### src/hdl/sba_pkg.sv
// sba_pkg: shared constants, field widths, sequencer states and control structs
// for the stft bin analysis block. No dependencies.
`default_nettype none

package sba_pkg;

  // default configuration of the block
  localparam int N_FFT_DEF    = 2048;
  localparam int HOP_DEF      = 512;
  localparam int CHUNK_DEF    = 262144;
  localparam int CHANNELS_DEF = 2;
  localparam int PAD_DEF      = 1024;

  // field widths
  localparam int SAMPLE_W   = 16;
  localparam int CH_W       = 1;
  localparam int SIDX_W     = 18;
  localparam int FRAME_W    = 10;
  localparam int BIN_W      = 11;
  localparam int OUT_W      = 28;
  localparam int IN_DATA_W  = 56;
  localparam int OUT_DATA_W = 56;

  // action codes carried on in_tuser
  localparam logic ACT_WRITE = 1'b0;
  localparam logic ACT_BIN   = 1'b1;

  // sequencer states
  typedef enum logic [2:0] {
    ST_FILL,
    ST_IDLE,
    ST_REDUCE,
    ST_RUN,
    ST_DRAIN,
    ST_PUT
  } sba_state_t;

  // tag that travels with each sample read into the mac pipeline
  typedef struct packed {
    logic vld;
    logic first;
    logic last;
  } sba_tap_t;

  // result register control from the sequencer
  typedef struct packed {
    logic load;
    logic zero;
  } sba_put_t;

endpackage

`default_nettype wire

### src/hdl/sba_mac.sv
// sba_mac: shared complex multiply-accumulate unit: window multiply with rounding,
// cos/sin products, accumulation, final rounding and saturation. Depends on sba_pkg.
`default_nettype none

module sba_mac import sba_pkg::*; #(
  parameter int N_FFT = N_FFT_DEF
) (
  input  wire logic                       clk,
  input  wire logic                       rst_n,
  input  wire sba_tap_t                   tap,
  input  wire logic signed [SAMPLE_W-1:0] x,
  input  wire logic signed [SAMPLE_W-1:0] w,
  input  wire logic signed [SAMPLE_W-1:0] c,
  input  wire logic signed [SAMPLE_W-1:0] s,
  output logic                            done,
  output logic signed [OUT_W-1:0]         res_re,
  output logic signed [OUT_W-1:0]         res_im
);

  localparam int ACC_W = 33 + $clog2(N_FFT);
  localparam logic signed [ACC_W-1:0] O_MAX = ACC_W'(2**(OUT_W-1) - 1);
  localparam logic signed [ACC_W-1:0] O_MIN = ACC_W'(-(2**(OUT_W-1)));
  localparam logic signed [ACC_W-1:0] RND   = ACC_W'(16384);

  sba_tap_t                    tap1_r, tap2_r, tap3_r;
  logic signed [16:0]          xw_r;
  logic signed [SAMPLE_W-1:0]  c2_r, s2_r;
  logic signed [32:0]          pre_r, pim_r;
  logic signed [ACC_W-1:0]     acc_re_r, acc_re_nxt;
  logic signed [ACC_W-1:0]     acc_im_r, acc_im_nxt;
  logic                        done4_r, done_r;
  logic signed [OUT_W-1:0]     res_re_r, res_im_r;

  logic signed [31:0]          xw_prod;
  logic signed [31:0]          xw_sum;
  logic signed [32:0]          pre_nxt, pim_nxt;

  // round a q30 sum to q15 (half up) and saturate to the result width
  function automatic logic signed [OUT_W-1:0] sat_out(input logic signed [ACC_W-1:0] a);
    logic signed [ACC_W-1:0] q;
    q = (a + RND) >>> 15;
    if (q > O_MAX) begin
      return {1'b0, {(OUT_W-1){1'b1}}};
    end else if (q < O_MIN) begin
      return {1'b1, {(OUT_W-1){1'b0}}};
    end
    return q[OUT_W-1:0];
  endfunction

  // windowed sample, rounded half up to q15
  assign xw_prod = x * w;
  assign xw_sum  = xw_prod + 32'sd16384;

  // twiddle products
  assign pre_nxt = xw_r * c2_r;
  assign pim_nxt = xw_r * s2_r;

  // accumulation, restarted on the first sample
  always_comb begin
    acc_re_nxt = acc_re_r;
    acc_im_nxt = acc_im_r;
    if (tap3_r.vld) begin
      if (tap3_r.first) begin
        acc_re_nxt = ACC_W'(pre_r);
        acc_im_nxt = -ACC_W'(pim_r);
      end else begin
        acc_re_nxt = acc_re_r + ACC_W'(pre_r);
        acc_im_nxt = acc_im_r - ACC_W'(pim_r);
      end
    end
  end

  // pipeline payload
  always_ff @(posedge clk) begin
    xw_r     <= xw_sum[31:15];
    c2_r     <= c;
    s2_r     <= s;
    pre_r    <= pre_nxt;
    pim_r    <= pim_nxt;
    acc_re_r <= acc_re_nxt;
    acc_im_r <= acc_im_nxt;
    if (done4_r) begin
      res_re_r <= sat_out(acc_re_r);
      res_im_r <= sat_out(acc_im_r);
    end
  end

  // pipeline control
  always_ff @(posedge clk) begin
    if (!rst_n) begin
      tap1_r  <= '0;
      tap2_r  <= '0;
      tap3_r  <= '0;
      done4_r <= 1'b0;
      done_r  <= 1'b0;
    end else begin
      tap1_r  <= tap;
      tap2_r  <= tap1_r;
      tap3_r  <= tap2_r;
      done4_r <= tap3_r.vld && tap3_r.last;
      done_r  <= done4_r;
    end
  end

  assign done   = done_r;
  assign res_re = res_re_r;
  assign res_im = res_im_r;

endmodule

`default_nettype wire
### config.mk
export PLATFORM = sky130hd
export DESIGN_NAME = sba_mac
export DESIGN_NICKNAME = d
export VERILOG_FILES = /design/src/hdl/sba_pkg.sv /design/src/hdl/sba_mac.sv
export SDC_FILE = /design/constraint.sdc
export NUM_CORES = 2
export LEC_CHECK = 0
export BUFFER_PORTS_ARGS = -buffer_cell sky130_fd_sc_hd__clkbuf_2
export CORE_MARGIN = 2
export CORE_UTILIZATION = 67
export DETAILED_ROUTE_END_ITERATION = 8
export PLACE_DENSITY = 0.83
export SYNTH_ARGS = -nofsm -noshare
export SYNTH_HDL_FRONTEND = slang
export SYNTH_SLANG_ARGS = --single-unit
### constraint.sdc
create_clock -name clk -period 17.1 [get_ports clk]
set_input_delay 0 -clock clk [delete_from_list [all_inputs] [get_ports clk]]
set_output_delay 0 -clock clk [all_outputs]
set_load 0.005 [all_outputs]
# Word-level counts from Yosys, hierarchy flattened
# Index checks and enable logic that the tools add are counted.
# classes
addsub,6
multipliers,3
n_div,0
magnitude_cmp,4
n_eq_ne,0
shifts,0
n_mux,14
bitwise,0
n_reduce_logical,1
# ops
op,n
$mux 28,6
$add 44x16->44 const B,2
$mux 44,2
$mul 17x16->33,2
$gt 29x28->1 const B,2
$lt 29x28->1 const B,2
$add 44x33->44,1
$neg 33->44,1
$sub 44x33->44,1
$add 32x16->32 const B,1
$mul 16x16->32,1
$mux 1,6
$logic_and 1x1->1,1
# totals
ff_bits,270
latchBits,0
ram_bits,0
rom_bits,0
input_bits,69
output_inout_bits,57
wordCells,48
n_memories,0

# Logic depth before layout (Yosys ltp)
# logic_depth
ltp_word,6
depth_mapped,26
mapped_depth_nobuf,25

# Worst setup path before layout
# No wires, ideal clock.
# synth_timing
kind,register -> register
from,register s2_r[7]
to,register pim_r[31]
setup_ns,0.123
arrival_ns,6.150
path_slack_ns,10.826
path_stages_with_launch,26
path_buffers,2
period_less_slack_ns,6.274
cell_sequence,dfxtp_1 clkbuf_1 clkbuf_1 nand2_1 fa_1 inv_1 fa_1 inv_1 fa_1 inv_1 fa_1 fa_1 inv_1 fa_1 inv_1 ha_1 and3_1 a31oi_1 o21ai_0 o21a_1 o41a_1 nand4_1 nand3b_1 a311oi_1 a21oi_1 xor2_1
# synth_via
elab_chain_cells,1
# synth_lines
item,line,rtl
"start, declared",sba_mac.sv:27,"logic signed [SAMPLE_W-1:0] c2_r, s2_r;"
"start signal, assigned",sba_mac.sv:77,s2_r <= s;
$mul 17x16->33,sba_mac.sv:56,assign pim_nxt = xw_r * s2_r;
named net pim_nxt[31],sba_mac.sv:36,"logic signed [32:0] pre_nxt, pim_nxt;"
"end signal, assigned",sba_mac.sv:79,pim_r <= pim_nxt;
"end, declared",sba_mac.sv:28,"logic signed [32:0] pre_r, pim_r;"
# The timed path passes the listed nets, and every way through them passes these cells.
# A chain may end at the register's enable or synchronous reset.

# Final worst setup path
# layout_timing
from,register xw_r[10]
to,register pre_r[31]
# layout_via
elab_chain_cells,1
# layout_lines
item,line,rtl
"start, declared",sba_mac.sv:26,logic signed [16:0] xw_r;
"start signal, assigned",sba_mac.sv:75,xw_r <= xw_sum[31:15];
$mul 17x16->33,sba_mac.sv:55,assign pre_nxt = xw_r * c2_r;
named net pre_nxt[31],sba_mac.sv:36,
"end signal, assigned",sba_mac.sv:78,pre_r <= pre_nxt;
"end, declared",sba_mac.sv:28,
# The timed path passes the listed nets, and every way through them passes these cells.

==> results.md <==
- R2r endpoint: pre_r[31]
- Mapped Area: 0.0437 mm2
- Mean post-synth cell area: 9.37 um2
- Final Cycle Share: 41.0%
- Number of max-slew violations in the final report: 0
- Reg-to-reg slack, setup: 10.09 ns
- Clock slew at reported path FFs: 0.06 ns
- Worst EP arrival: 7.49 ns
- Yosys reg bits: 270
- Starting Density: 67.9%
- Die Ht: 260 um
- Max-Slew Margin vs Limit: 27.9%
- Worst Skew: 0.0248 ns
- FFs w/ async S/R, synth: 0%
- H-tree depth: 2
- Commonest non-fill, non-tap cell in the layout: inv_1
- CTS tree: yes
- Total track usage: 30.2%
- Drt drc: 0
- Yosys warns: 0
- Routed vias: 31800
- Post-synth EDFFs: 144
- Commonest cells after routing, fill and taps aside: inv_1, fa_1, nand2_1
- Status: finished, final reports clean
- Resize count post-CTS: 0
- Clock Tree Root: clkbuf_16
- Grt ovf: 0
- Setup bufs post-CTS: 0
- Die area: 0.0674 mm2
- Hold path depth: 2
- Clock buffer depth: 3
- Core area: 0.0645 mm2
- Reg2reg start: xw_r[10]
- MaxCap Viol Count: 0
- Worst EP required: 17.58 ns
- Synthesis-to-finish area growth: 6.40%
- Rows: 93
- Hold_buf cts: 39
- CP Launch Point: xw_r[10]
- First-pass GRT wire length: 165000 um
- Final period demand of the worst path: 7.01 ns
- Final Hold Slack: 0.0782 ns
- Clock insertion delay at the later pin of the skew report: 0.56 ns
- Delay-heaviest family, CP: adder cells
- Iteration-0 DRC Markers: 2315
- Vias in the first global route: 34600
- Number of routed nets with antenna violations: 0
- Clock sink count: 270
- Post-Syn Instances: 4667
- Post-layout nets: 5953
- Fmax: 143 MHz
- Vias per cell: 5.66
- Final setup TNS: 0 ns
- Pre-Repair DR Iteration Count: 6
- Largest net degree at the start of global routing: 77
- Filler cells: 4797
- Cell Area, Placed: 0.0450 mm2
- Share of cells above drive strength 1: 4.89%
- Synth unique cells: 79
- Endpoints failing setup: 0
- Seq/Total Area, Yosys: 15.6%
- Fin area: 0.0465 mm2
- Hold endpoint: s2_r[0]
- HP Class: in -> reg
- DP Wirelength: 75800 um
- Most used DFF post-synth: edfxtp_1
- RSZ-0062 raised after global routing: no
- Most frequent CP cell: fa_1
- Post-layout utilization of the core: 72.2%
- Worst Path Max Fanout: 19
- DR WL/cell: 17.1 um
- Initial antenna violation count: 3
- CTS buffer count: 35
- CP endpoint kind: flip-flop
- Critical Path Max Stage Delay: 0.71 ns
- Worst R2R Path Depth: 23
- Worst slew pin tran: 1.08 ns
- Worst setup SP type: flip-flop
- IO Port Bufs: 125
- Bufs and invs on worst path: 4
- Critical Path, Cell by Cell: buf_4 -> nand2_1 -> fa_1 -> fa_1 -> fa_1 -> inv_1 -> fa_1 -> fa_1 -> inv_1 -> fa_1 -> inv_1 -> ha_1 -> and3_1 -> a31oi_1 -> o21ai_0 -> a31oi_1 -> o31ai_1 -> nand4_1 -> a31oi_1 -> and3_1 -> a221o_1 -> a21oi_1 -> xnor2_1
- Die Width: 260 um
- Slowest cell on crit path: dfxtp_1
- Mapped Nets: 5886
- Endpoints failing hold: 0
- I/O pin total: 126
- Drt total wl: 95800 um
- Critical setup path kind: reg -> reg
- Routability cong.: 0.941
- Worst hold start: s[0]
==> layout make-up <==
type	instances	area [um2]	area share, %
Multi-Input combinational cell	3257	32600	70.1
Sequential cell	270	6860	14.7
Inverter	985	3700	7.94
Timing Repair Buffer	185	1170	2.52
Tap cell	855	1070	2.30
Clock buffer	51	986	2.12
Clock inverter	13	143	0.306
Antenna cell	1	2.50	0.00538
==> flip-flops by register name, summed over array words and instances (netlist names), 16 cells and up <==
| register | count |
|---|---|
| acc_im_r | 44 |
| acc_re_r | 44 |
| c2_r | 16 |
| pim_r | 33 |
| pre_r | 33 |
| res_im | 28 |
| res_re | 28 |
| s2_r | 16 |
| xw_r | 17 |
==> synthesized netlist by cell type, drive strengths merged, types with 13 or more instances <==
cell type  number  area share, %
and3           32           0.46
and2          392            5.6
o21a           26           0.45
clkbuf        146            1.3
nand3          62           0.71
inv           985            8.5
nor2          137            1.2
a21o           69            1.2
fa            816             37
dfxtp         126            5.8
nor3           33           0.41
o211ai         13           0.23
o31ai          16           0.27
a31oi          16           0.26
nand2b         38           0.54
a21oi         184            2.1
ha            334            9.6
nand2         522            4.5
a21boi         14           0.24
nand4          22           0.31
nor2b          18           0.26
o21ai         145            1.7
xnor2         148            3.0
edfxtp        144            9.9
a211oi         15           0.30
xor2           88            1.8
==> cell families after synthesis <==
| kind of cell | Yosys count | share of synthesized area, % |
|---|---|---|
| DFF | 270 | 15.6 |
| xor gates and xnor gates | 236 | 4.72 |
| and+or+nand+nor | 1305 | 14.8 |
| AOI/OAI and AO/OA | 560 | 7.99 |
| buffers and inverters | 1140 | 9.79 |
| muxes | 5 | 0.123 |
| adders and majority gates | 1151 | 46.9 |
==> metrics by stage <==
stage,worst slack [ns],cells
final,10.09,5617
after global routing,9.72,5616
after CTS,10.18,5616
after detailed placement,10.18,5513
after global placement,10.43,5513
after floorplan,10.83,4667
==> per-layer routing <==
metal,vias to the layer above,track usage [%],wire (um)
met3,278,4.05,6380
met4,0,11.5,3840
li1,14500,-,-
met1,15900,39.3,38300
met5,-,0,0
met2,1115,51.7,47300
==> worst max-delay path by stage <==
| stage | depth (start not counted) | endpoint | slack (ns) |
|---|---|---|---|
| 2_1_floorplan | 25 | pim_r[31] | 10.83 |
| 3_3_place_gp | 23 | pre_r[31] | 10.43 |
| 3_5_place_dp | 19 | pre_r[32] | 10.18 |
| 4_1_cts | 19 | pre_r[32] | 10.18 |
| 5_1_grt | 23 | pre_r[30] | 9.72 |
| 6_report | 23 | pre_r[31] | 10.09 |
Power is left out: the tool's default activity adds up to more than one toggle a clock period on the data nets, which glitch-free logic cannot reach.
