<file path="config.mk">
export PLATFORM = sky130hd
export DESIGN_NAME = sba_seq
export DESIGN_NICKNAME = d
export VERILOG_FILES = /design/src/hdl/sba_pkg.sv /design/src/hdl/sba_seq.sv
export SDC_FILE = /design/constraint.sdc
export NUM_CORES = 1
export LEC_CHECK = 0
export ABC_AREA = 1
export BUFFER_PORTS_ARGS = -buffer_cell sky130_fd_sc_hd__clkbuf_2
export CAP_MARGIN = 5
export CORE_MARGIN = 5
export CORE_UTILIZATION = 57
export CTS_CLUSTER_DIAMETER = 40
export CTS_CLUSTER_SIZE = 20
export DETAILED_ROUTE_END_ITERATION = 10
export GPL_TIMING_DRIVEN = 1
export PLACE_DENSITY = 0.89
export RECOVER_POWER = 100
export SYNTH_ARGS = -nofsm -noshare
export SYNTH_HDL_FRONTEND = slang
export SYNTH_SLANG_ARGS = --single-unit
</file>
<file path="constraint.sdc">
create_clock -name clk -period 3.5 [get_ports clk]
set_input_delay 0.7 -clock clk [delete_from_list [all_inputs] [get_ports clk]]
set_output_delay 0.7 -clock clk [all_outputs]
set_load 0.03 [all_outputs]
</file>
<file path="src/hdl/sba_pkg.sv">
// sba_pkg: shared constants, field widths, sequencer states and control structs
// for the stft bin analysis block. No dependencies.
`default_nettype none

package sba_pkg;

  // default configuration of the block
  localparam int N_FFT_DEF    = 2048;
  localparam int HOP_DEF      = 512;
  localparam int CHUNK_DEF    = 262144;
  localparam int CHANNELS_DEF = 2;
  localparam int PAD_DEF      = 1024;

  // field widths
  localparam int SAMPLE_W   = 16;
  localparam int CH_W       = 1;
  localparam int SIDX_W     = 18;
  localparam int FRAME_W    = 10;
  localparam int BIN_W      = 11;
  localparam int OUT_W      = 28;
  localparam int IN_DATA_W  = 56;
  localparam int OUT_DATA_W = 56;

  // action codes carried on in_tuser
  localparam logic ACT_WRITE = 1'b0;
  localparam logic ACT_BIN   = 1'b1;

  // sequencer states
  typedef enum logic [2:0] {
    ST_FILL,
    ST_IDLE,
    ST_REDUCE,
    ST_RUN,
    ST_DRAIN,
    ST_PUT
  } sba_state_t;

  // tag that travels with each sample read into the mac pipeline
  typedef struct packed {
    logic vld;
    logic first;
    logic last;
  } sba_tap_t;

  // result register control from the sequencer
  typedef struct packed {
    logic load;
    logic zero;
  } sba_put_t;

endpackage

`default_nettype wire

</file>
<file path="src/hdl/sba_seq.sv">
// sba_seq: sequencer for table fill, bin reduction, per-sample address generation
// with reflect padding, and result hand-off. Depends on sba_pkg.
`default_nettype none

module sba_seq import sba_pkg::*; #(
  parameter int N_FFT         = N_FFT_DEF,
  parameter int HOP           = HOP_DEF,
  parameter int CHUNK_SAMPLES = CHUNK_DEF,
  parameter int CHANNELS      = CHANNELS_DEF,
  parameter int PAD           = PAD_DEF
) (
  input  wire logic                                        clk,
  input  wire logic                                        rst_n,
  input  wire logic                                        req_go,
  input  wire logic [CH_W-1:0]                             req_ch,
  input  wire logic [FRAME_W-1:0]                          req_frame,
  input  wire logic [BIN_W-1:0]                            req_bin,
  input  wire logic                                        mac_done,
  input  wire logic                                        out_free,
  output logic                                             idle,
  output logic                                             tab_we,
  output logic      [$clog2(N_FFT)-1:0]                    tab_waddr,
  output logic      [$clog2(CHANNELS*CHUNK_SAMPLES)-1:0]   smp_raddr,
  output logic      [$clog2(N_FFT)-1:0]                    win_raddr,
  output logic      [$clog2(N_FFT)-1:0]                    cos_raddr,
  output logic      [$clog2(N_FFT)-1:0]                    sin_raddr,
  output sba_tap_t                                         tap,
  output sba_put_t                                         put
);

  localparam int MW        = $clog2(N_FFT);
  localparam int SAW       = $clog2(CHANNELS * CHUNK_SAMPLES);
  localparam int FRAMES    = CHUNK_SAMPLES / HOP + 1;
  localparam int FRAME_MAX = 2**FRAME_W - 1;
  localparam int POS_W     = $clog2(2 * CHUNK_SAMPLES + FRAME_MAX * HOP + N_FFT + PAD) + 1;

  localparam logic [MW:0]   N_EXT   = (MW+1)'(N_FFT);
  localparam logic [MW:0]   SIN_OFS = (MW+1)'(N_FFT - N_FFT / 4);
  localparam logic [MW-1:0] N_LAST  = MW'(N_FFT - 1);

  localparam logic signed [POS_W-1:0] POS_C   = POS_W'(CHUNK_SAMPLES);
  localparam logic signed [POS_W-1:0] POS_C2  = POS_W'(2 * CHUNK_SAMPLES - 2);
  localparam logic signed [POS_W-1:0] POS_CM1 = POS_W'(CHUNK_SAMPLES - 1);
  localparam logic signed [POS_W-1:0] POS_ONE = POS_W'(1);
  localparam logic [SAW-1:0]          CH_OFS  = SAW'(CHUNK_SAMPLES);

  sba_state_t state_r, state_nxt;

  logic [MW-1:0]             fill_r, fill_nxt;
  logic [MW-1:0]             n_r, n_nxt;
  logic [MW-1:0]             m_r, m_nxt;
  logic [BIN_W-1:0]          k_r, k_nxt;
  logic signed [POS_W-1:0]   pos_r, pos_nxt;
  logic [CH_W-1:0]           ch_r, ch_nxt;
  logic                      zero_r, zero_nxt;

  logic                      req_ok;
  logic                      k_big;
  logic                      n_last;
  logic [MW:0]               msum, ssum;
  logic signed [POS_W-1:0]   p1, p2, p3;

  assign req_ok = (int'(req_ch) < CHANNELS) && (int'(req_frame) < FRAMES);
  assign k_big  = int'(k_r) >= N_FFT;
  assign n_last = n_r == N_LAST;

  // next state
  always_comb begin
    state_nxt = state_r;
    case (state_r)
      ST_FILL: begin
        if (fill_r == N_LAST) state_nxt = ST_IDLE;
      end
      ST_IDLE: begin
        if (req_go) state_nxt = req_ok ? ST_REDUCE : ST_PUT;
      end
      ST_REDUCE: begin
        if (!k_big) state_nxt = ST_RUN;
      end
      ST_RUN: begin
        if (n_last) state_nxt = ST_DRAIN;
      end
      ST_DRAIN: begin
        if (mac_done) state_nxt = ST_PUT;
      end
      ST_PUT: begin
        if (out_free) state_nxt = ST_IDLE;
      end
      default: state_nxt = ST_IDLE;
    endcase
  end

  // outputs
  always_comb begin
    idle      = state_r == ST_IDLE;
    tab_we    = state_r == ST_FILL;
    tab_waddr = fill_r;
    tap.vld   = state_r == ST_RUN;
    tap.first = n_r == '0;
    tap.last  = n_last;
    put.load  = (state_r == ST_PUT) && out_free;
    put.zero  = zero_r;
  end

  // twiddle indices, m + k and m + 3n/4 reduced once
  always_comb begin
    msum = {1'b0, m_r} + {1'b0, MW'(k_r)};
    ssum = {1'b0, m_r} + SIN_OFS;
    cos_raddr = m_r;
    sin_raddr = (ssum >= N_EXT) ? MW'(ssum - N_EXT) : MW'(ssum);
    win_raddr = n_r;
  end

  // reflect padding and clamp, then channel offset
  always_comb begin
    p1 = (pos_r < 0) ? -pos_r : pos_r;
    p2 = (p1 >= POS_C) ? POS_C2 - p1 : p1;
    if (p2 < 0) begin
      p3 = '0;
    end else if (p2 >= POS_C) begin
      p3 = POS_CM1;
    end else begin
      p3 = p2;
    end
    smp_raddr = SAW'(p3) + ((ch_r != '0) ? CH_OFS : '0);
  end

  // counters and request registers
  always_comb begin
    int start;
    start    = int'(req_frame) * HOP - PAD;
    fill_nxt = fill_r;
    n_nxt    = n_r;
    m_nxt    = m_r;
    k_nxt    = k_r;
    pos_nxt  = pos_r;
    ch_nxt   = ch_r;
    zero_nxt = zero_r;
    case (state_r)
      ST_FILL: begin
        fill_nxt = fill_r + 1'b1;
      end
      ST_IDLE: begin
        if (req_go) begin
          k_nxt    = req_bin;
          pos_nxt  = POS_W'(start);
          ch_nxt   = req_ch;
          zero_nxt = !req_ok;
        end
      end
      ST_REDUCE: begin
        if (k_big) k_nxt = k_r - BIN_W'(N_FFT);
        n_nxt = '0;
        m_nxt = '0;
      end
      ST_RUN: begin
        n_nxt   = n_r + 1'b1;
        m_nxt   = (msum >= N_EXT) ? MW'(msum - N_EXT) : MW'(msum);
        pos_nxt = pos_r + POS_ONE;
      end
      default: begin
      end
    endcase
  end

  // state and counter registers
  always_ff @(posedge clk) begin
    if (!rst_n) begin
      state_r <= ST_FILL;
      fill_r  <= '0;
      n_r     <= '0;
      m_r     <= '0;
      k_r     <= '0;
      pos_r   <= '0;
      ch_r    <= '0;
      zero_r  <= 1'b0;
    end else begin
      state_r <= state_nxt;
      fill_r  <= fill_nxt;
      n_r     <= n_nxt;
      m_r     <= m_nxt;
      k_r     <= k_nxt;
      pos_r   <= pos_nxt;
      ch_r    <= ch_nxt;
      zero_r  <= zero_nxt;
    end
  end

endmodule

`default_nettype wire

</file>
Word-level counts from Yosys, hierarchy flattened:

Index checks and enable logic that the tools add are counted.

* $add $sub $neg: 11
* order comparisons: 7
* eq/ne operators: 12
* mux-type cells: 18
* reductions and logical operators: 9

Operators with widths (count)
* 22-bit 2-to-1 mux: 3
* 19-bit 2-to-1 mux: 3
* 22-bit by 20-bit greater-or-equal comparator with 1-bit output, second input constant: 2
* 22-bit by 1-bit < comparator with 1-bit output, second input constant: 2
* 11-bit one-hot mux with 2 select lines: 2
* 22-bit one-hot mux with 2 select lines: 1
* 12-bit greater-or-equal comparator, second input constant: 2
* 11-bit by 1-bit adder with 11-bit output, second input constant: 2
* 22-bit by 2-bit adder with 22-bit output, second input constant: 1
* 11-bit equality test, second input constant: 2
* 11-bit 2-to-1 mux: 2
* 22-bit negation: 1
* 11-bit by 1-bit subtractor with 11-bit output, second input constant: 2
* 20-bit by 22-bit subtractor with 22-bit output, first input constant: 1
* 19-bit by 11-bit subtractor with 20-bit output, second input constant: 1
* 19-bit adder: 1
* 3-bit 2-to-1 mux: 6
* 3-bit one-hot mux with 6 select lines: 1
* 11-bit by 11-bit adder with 12-bit output: 1
* 11-bit by 11-bit adder with 12-bit output, second input constant: 1
* 11-bit zero test: 1
* 10-bit < comparator, second input constant: 1
* 3-bit by 2-bit equality test with 1-bit output, second input constant: 2
* 3-bit equality test, second input constant: 2
* 9 further kinds: 14

* bits in registers: 71
* bits of input ports: 27
* output and inout port bits: 70

Depth between registers and ports, before layout:

* depth after elaboration: 8
* gate-level depth with buffers: 17
* depth with buffers taken out: 17

Least setup slack after synthesis:

No wires, ideal clock.

* path type: reg2out
* start: register pos_r[0]
* end: output port smp_raddr[0]
* arrival: 2.499 ns
* required time: 2.800 ns
* setup slack: 0.301 ns
* stages on the path, launching flop included: 16
* buffers on the path: 0
* cells stage by stage: dfxtp_1 inv_2 ha_1 nand2_1 o21ai_1 ha_1 inv_1 a21oi_1 nand4_1 nor2_2 nand3_1 nor2_1 nand2_1 nand3_2 nand2_4 a21oi_1

* cells in the longest elaborated chain, start to end: 8
* elaborated cells between the ends (all ways): 11
* classes of those cells: add/sub (3); order compare (4); mux (4)

RTL lines
* start: declaration: line sba_seq.sv:53 `logic signed [POS_W-1:0] pos_r, pos_nxt;`
* start signal: assignment: line sba_seq.sv:183 `pos_r <= pos_nxt;`
* 22-bit negation / 22-bit by 1-bit < comparator with 1-bit output (equally long branches): line sba_seq.sv:116 `p1 = (pos_r < 0) ? -pos_r : pos_r;`
* 22-bit 2-to-1 mux (*): line sba_seq.sv:116
* 20-bit by 22-bit subtractor with 22-bit output / 22-bit by 20-bit greater-or-equal comparator with 1-bit output (equally long branches): line sba_seq.sv:117 `p2 = (p1 >= POS_C) ? POS_C2 - p1 : p1;`
* 22-bit 2-to-1 mux (*): line sba_seq.sv:117
* 22-bit by 20-bit greater-or-equal comparator with 1-bit output: line sba_seq.sv:120 `end else if (p2 >= POS_C) begin`
* 19-bit 2-to-1 mux: line sba_seq.sv:120
* 19-bit 2-to-1 mux (*): line sba_seq.sv:118 `if (p2 < 0) begin`
* 19-bit adder (*): line sba_seq.sv:125 `smp_raddr = SAW'(p3) + ((ch_r != '0) ? CH_OFS : '0);`
* end: declaration: line sba_seq.sv:23 `output logic [$clog2(CHANNELS*CHUNK_SAMPLES)-1:0] smp_raddr,`

Every way passes the cells marked *; elsewhere a longest branch is shown, timed or not.

Final worst setup path:

* start: register pos_r[0]
* end: output port smp_raddr[5]

Same word-level chain as after synthesis.

==> results.sh <==
export IMPL_peakVddDrop_uv=429.8
export IMPL_cts_num_sinks=71
export IMPL_ant_nets=0
export IMPL_ys_flop_type="dfxtp_1"
export IMPL_holdWs_ns=0.4748
export IMPL_first_iter_violations=355
export IMPL_htreeDepth=3
export IMPL_grt_usage_pct=23.58
export IMPL_timing_fmax_ghz=0.2947
export IMPL_worstMarginPinSlew_ns=1.429
export IMPL_syn_avg_cell_area_sq_um=6.193
export IMPL_diodes=0
export IMPL_dp_hpwl_mm=10.07
export IMPL_fin_area_sq_um=6207
export IMPL_die_h_um=107.3
export IMPL_fin_crit_ns=3.393
export IMPL_place_ws_ns=0.1919
export IMPL_nNetsFinal=1005
export IMPL_grt_ovfl_total=0
export IMPL_period_share_pct=96.95
export IMPL_synth_seq_area_share_pct=26.35
export IMPL_placed_area_sq_um=5871
export IMPL_hold_path_class="reg2reg"
export IMPL_die_area_sq_um=11510
export IMPL_first_global_vias=5277
export IMPL_synth_seq_cells=71
export IMPL_critical_path_class="reg2out"
export IMPL_synth_top_cells_by_area="dfxtp_1, nand2_1, inv_1, nor2_1, a21oi_1"
export IMPL_yosysUniqueCellTypes=45
export IMPL_clkLatencyLatePin_ns=0.36
export IMPL_maxSlewHeadroom_pct=4.716
export IMPL_firstDrtPassIters=5
export IMPL_post_drt_wl_per_cell_um=12.67
export IMPL_rows=35
export IMPL_synth_cell_area_sq_um=5394
export IMPL_p_leak_nw=2.715
export IMPL_cts_path_max_buffers=2
export IMPL_cp_start_kind="flip-flop"
export IMPL_core_sq_um=9240
export IMPL_start_util_pct=58.38
export IMPL_finalHoldViolCount=0
export IMPL_cts_buffers=9
export IMPL_fillCellCount=875
export IMPL_syn_nets=917
export IMPL_grt_max_degree=33
export IMPL_synth_cells=871
export IMPL_cts_tree="built"
export IMPL_max_cap_viol_count=0
export IMPL_finalSetupViolCount=0
export IMPL_cp_arrival_ns=2.69
export IMPL_gp_routability_congestion=0.9119
export IMPL_drc=0
export IMPL_synth_top_area_share_pct=26.35
export IMPL_port_buffers=96
export IMPL_reg2reg_setup_slack_ns=0.43
export IMPL_crit_required_ns=2.80
export IMPL_synth_common_cells="nand2_1, inv_1, nor2_1"
export IMPL_vias=5833
export IMPL_yosysWarningCount=0
export IMPL_drv_slew=0
export IMPL_area_growth_pct=15.08
export IMPL_finalSetupTns_ns=0
export IMPL_routed_wl_mm=13.85
export IMPL_drive_gt1_share_pct=14.21
export IMPL_cp_max_fo=5
export IMPL_rsz0062_at_grt="yes"
export IMPL_io_pins=97
export IMPL_cp_end_kind="output pin"
export IMPL_holdBufCountCts=0
export IMPL_async_flop_share_pct=0
export IMPL_synth_top_cell_by_area="dfxtp_1"
export IMPL_status="finished, final reports clean"
export IMPL_power_density_nw_per_um2=623.7
export IMPL_synth_most_common_cell="nand2_1"
export IMPL_grt_pass1_wl_mm=22.84
export IMPL_clock_skew_ns=0.01158
export IMPL_viasPerCell=5.337
export IMPL_synth_edff_count=0
export IMPL_antenna_found_initial=0
export IMPL_timing_final_ws_setup_ns=0.1068
export IMPL_cts_root_buf="clkbuf_8"
export IMPL_path_clk_slew_ns=0.08
export IMPL_die_w_um=107.3
logic make-up (layout without fill, tap and decap cells):
family                     count (synthesis)  after routing  synth area share, %
and+or+nand+nor                          431            432                35.40
DFF                                       71             71                26.35
buffers and inverters                    157            249                12.55
xor gates and xnor gates                  27             27                4.384
adders and majority gates                 19             19                4.547
AOI/OAI and AO/OA                        166            166                16.77
state kept, by name, indices dropped and copies added, names as in the netlist:
| name | count |
|---|---|
| ch_r | 1 |
| cos_raddr | 11 |
| k_r | 11 |
| pos_r | 22 |
| state_r | 3 |
| tab_waddr | 11 |
| win_raddr | 11 |
| zero_r | 1 |
through the flow:
step                power (mW)  std cells  util (%)
floorplan                2.599        871         -
global placement         2.993       1065     63.53
detailed placement       3.025       1065     63.53
CTS                      3.639       1086     66.03
global route             4.125       1093     67.18
finish                   3.872       1093     67.18
worst max-delay path, cell delays in order, from the launching register on:
cell and delay [ns]:
dfxtp_2 0.36, inv_4 0.05, ha_4 0.26, nand2_2 0.05, o21ai_2 0.08, ha_2 0.21, inv_2 0.05, a21oi_2 0.09
nand4_1 0.15, nor2_2 0.16, nand3_2 0.12, nor2_4 0.12, nand2_2 0.08, nand2_1 0.09, nand2_2 0.10, nand2_4 0.14
a21oi_2 0.07, buf_6 0.14
per-layer routing:
layer	vias up	track usage (%)	wire length, um
met4	0	8.858	236
met1	2609	30.55	5996
met3	24	3.059	881
met5	-	0	0
met2	197	39.90	6738
li1	3003	-	-
worst paths after layout:
check / start / to / cells past startpoint
worst min register to register: tab_waddr[10] / tab_waddr[10] / 2
worst max-delay path: pos_r[0] / smp_raddr[5] / 17
worst max register to register: state_r[0] / pos_r[11] / 9
worst min-delay path: tab_waddr[10] / tab_waddr[10] / 2
layout make-up:
cell class | count | area, sq um | area share, %
Multi-Input combinational cell | 644 | 3403 | 54.83
Sequential cell | 71 | 1424 | 22.94
Timing Repair Buffer | 116 | 595.6 | 9.595
Inverter | 117 | 449.2 | 7.236
Tap cell | 129 | 161.4 | 2.600
Clock buffer | 9 | 123.9 | 1.996
Clock inverter | 7 | 50.05 | 0.8063
layout by cell type (no fill, tap or decap), types with 3 or more instances in the layout:
cell type	count
a211oi_1	4
a21oi_1	67
a21oi_2	7
a221oi_1	4
a31oi_1	7
buf_4	19
buf_6	6
clkbuf_1	56
clkbuf_2	34
clkbuf_8	9
clkinvlp_4	6
dfxtp_1	69
ha_1	15
inv_1	106
inv_2	7
nand2_1	196
nand2_2	12
nand3_1	57
nand3_2	5
nand3b_1	3
nand4_1	11
nor2_1	104
nor2_2	5
nor2_4	4
nor3_1	14
nor4_1	6
o2111ai_1	3
o21ai_0	60
o21ai_1	5
o221ai_1	3
or2_2	4
xnor2_1	5
xor2_1	21
report_power, final:
part / internal [mW] / total, mW / switching [mW]
registers: 0.891 / 0.980 / 0.0887
clock network: 0.255 / 0.586 / 0.332
logic: 0.753 / 2.31 / 1.55
total: 1.90 / 3.87 / 1.97
what timing repair did:
item | in CTS | in global routing
pin swaps | 4 | 10
setup buffers | 5 | 6
setup endpoints to repair | 13 | 18
resized for setup | 8 | 55
cloned | 0 | 1
Power figures use the tool's default switching activity.
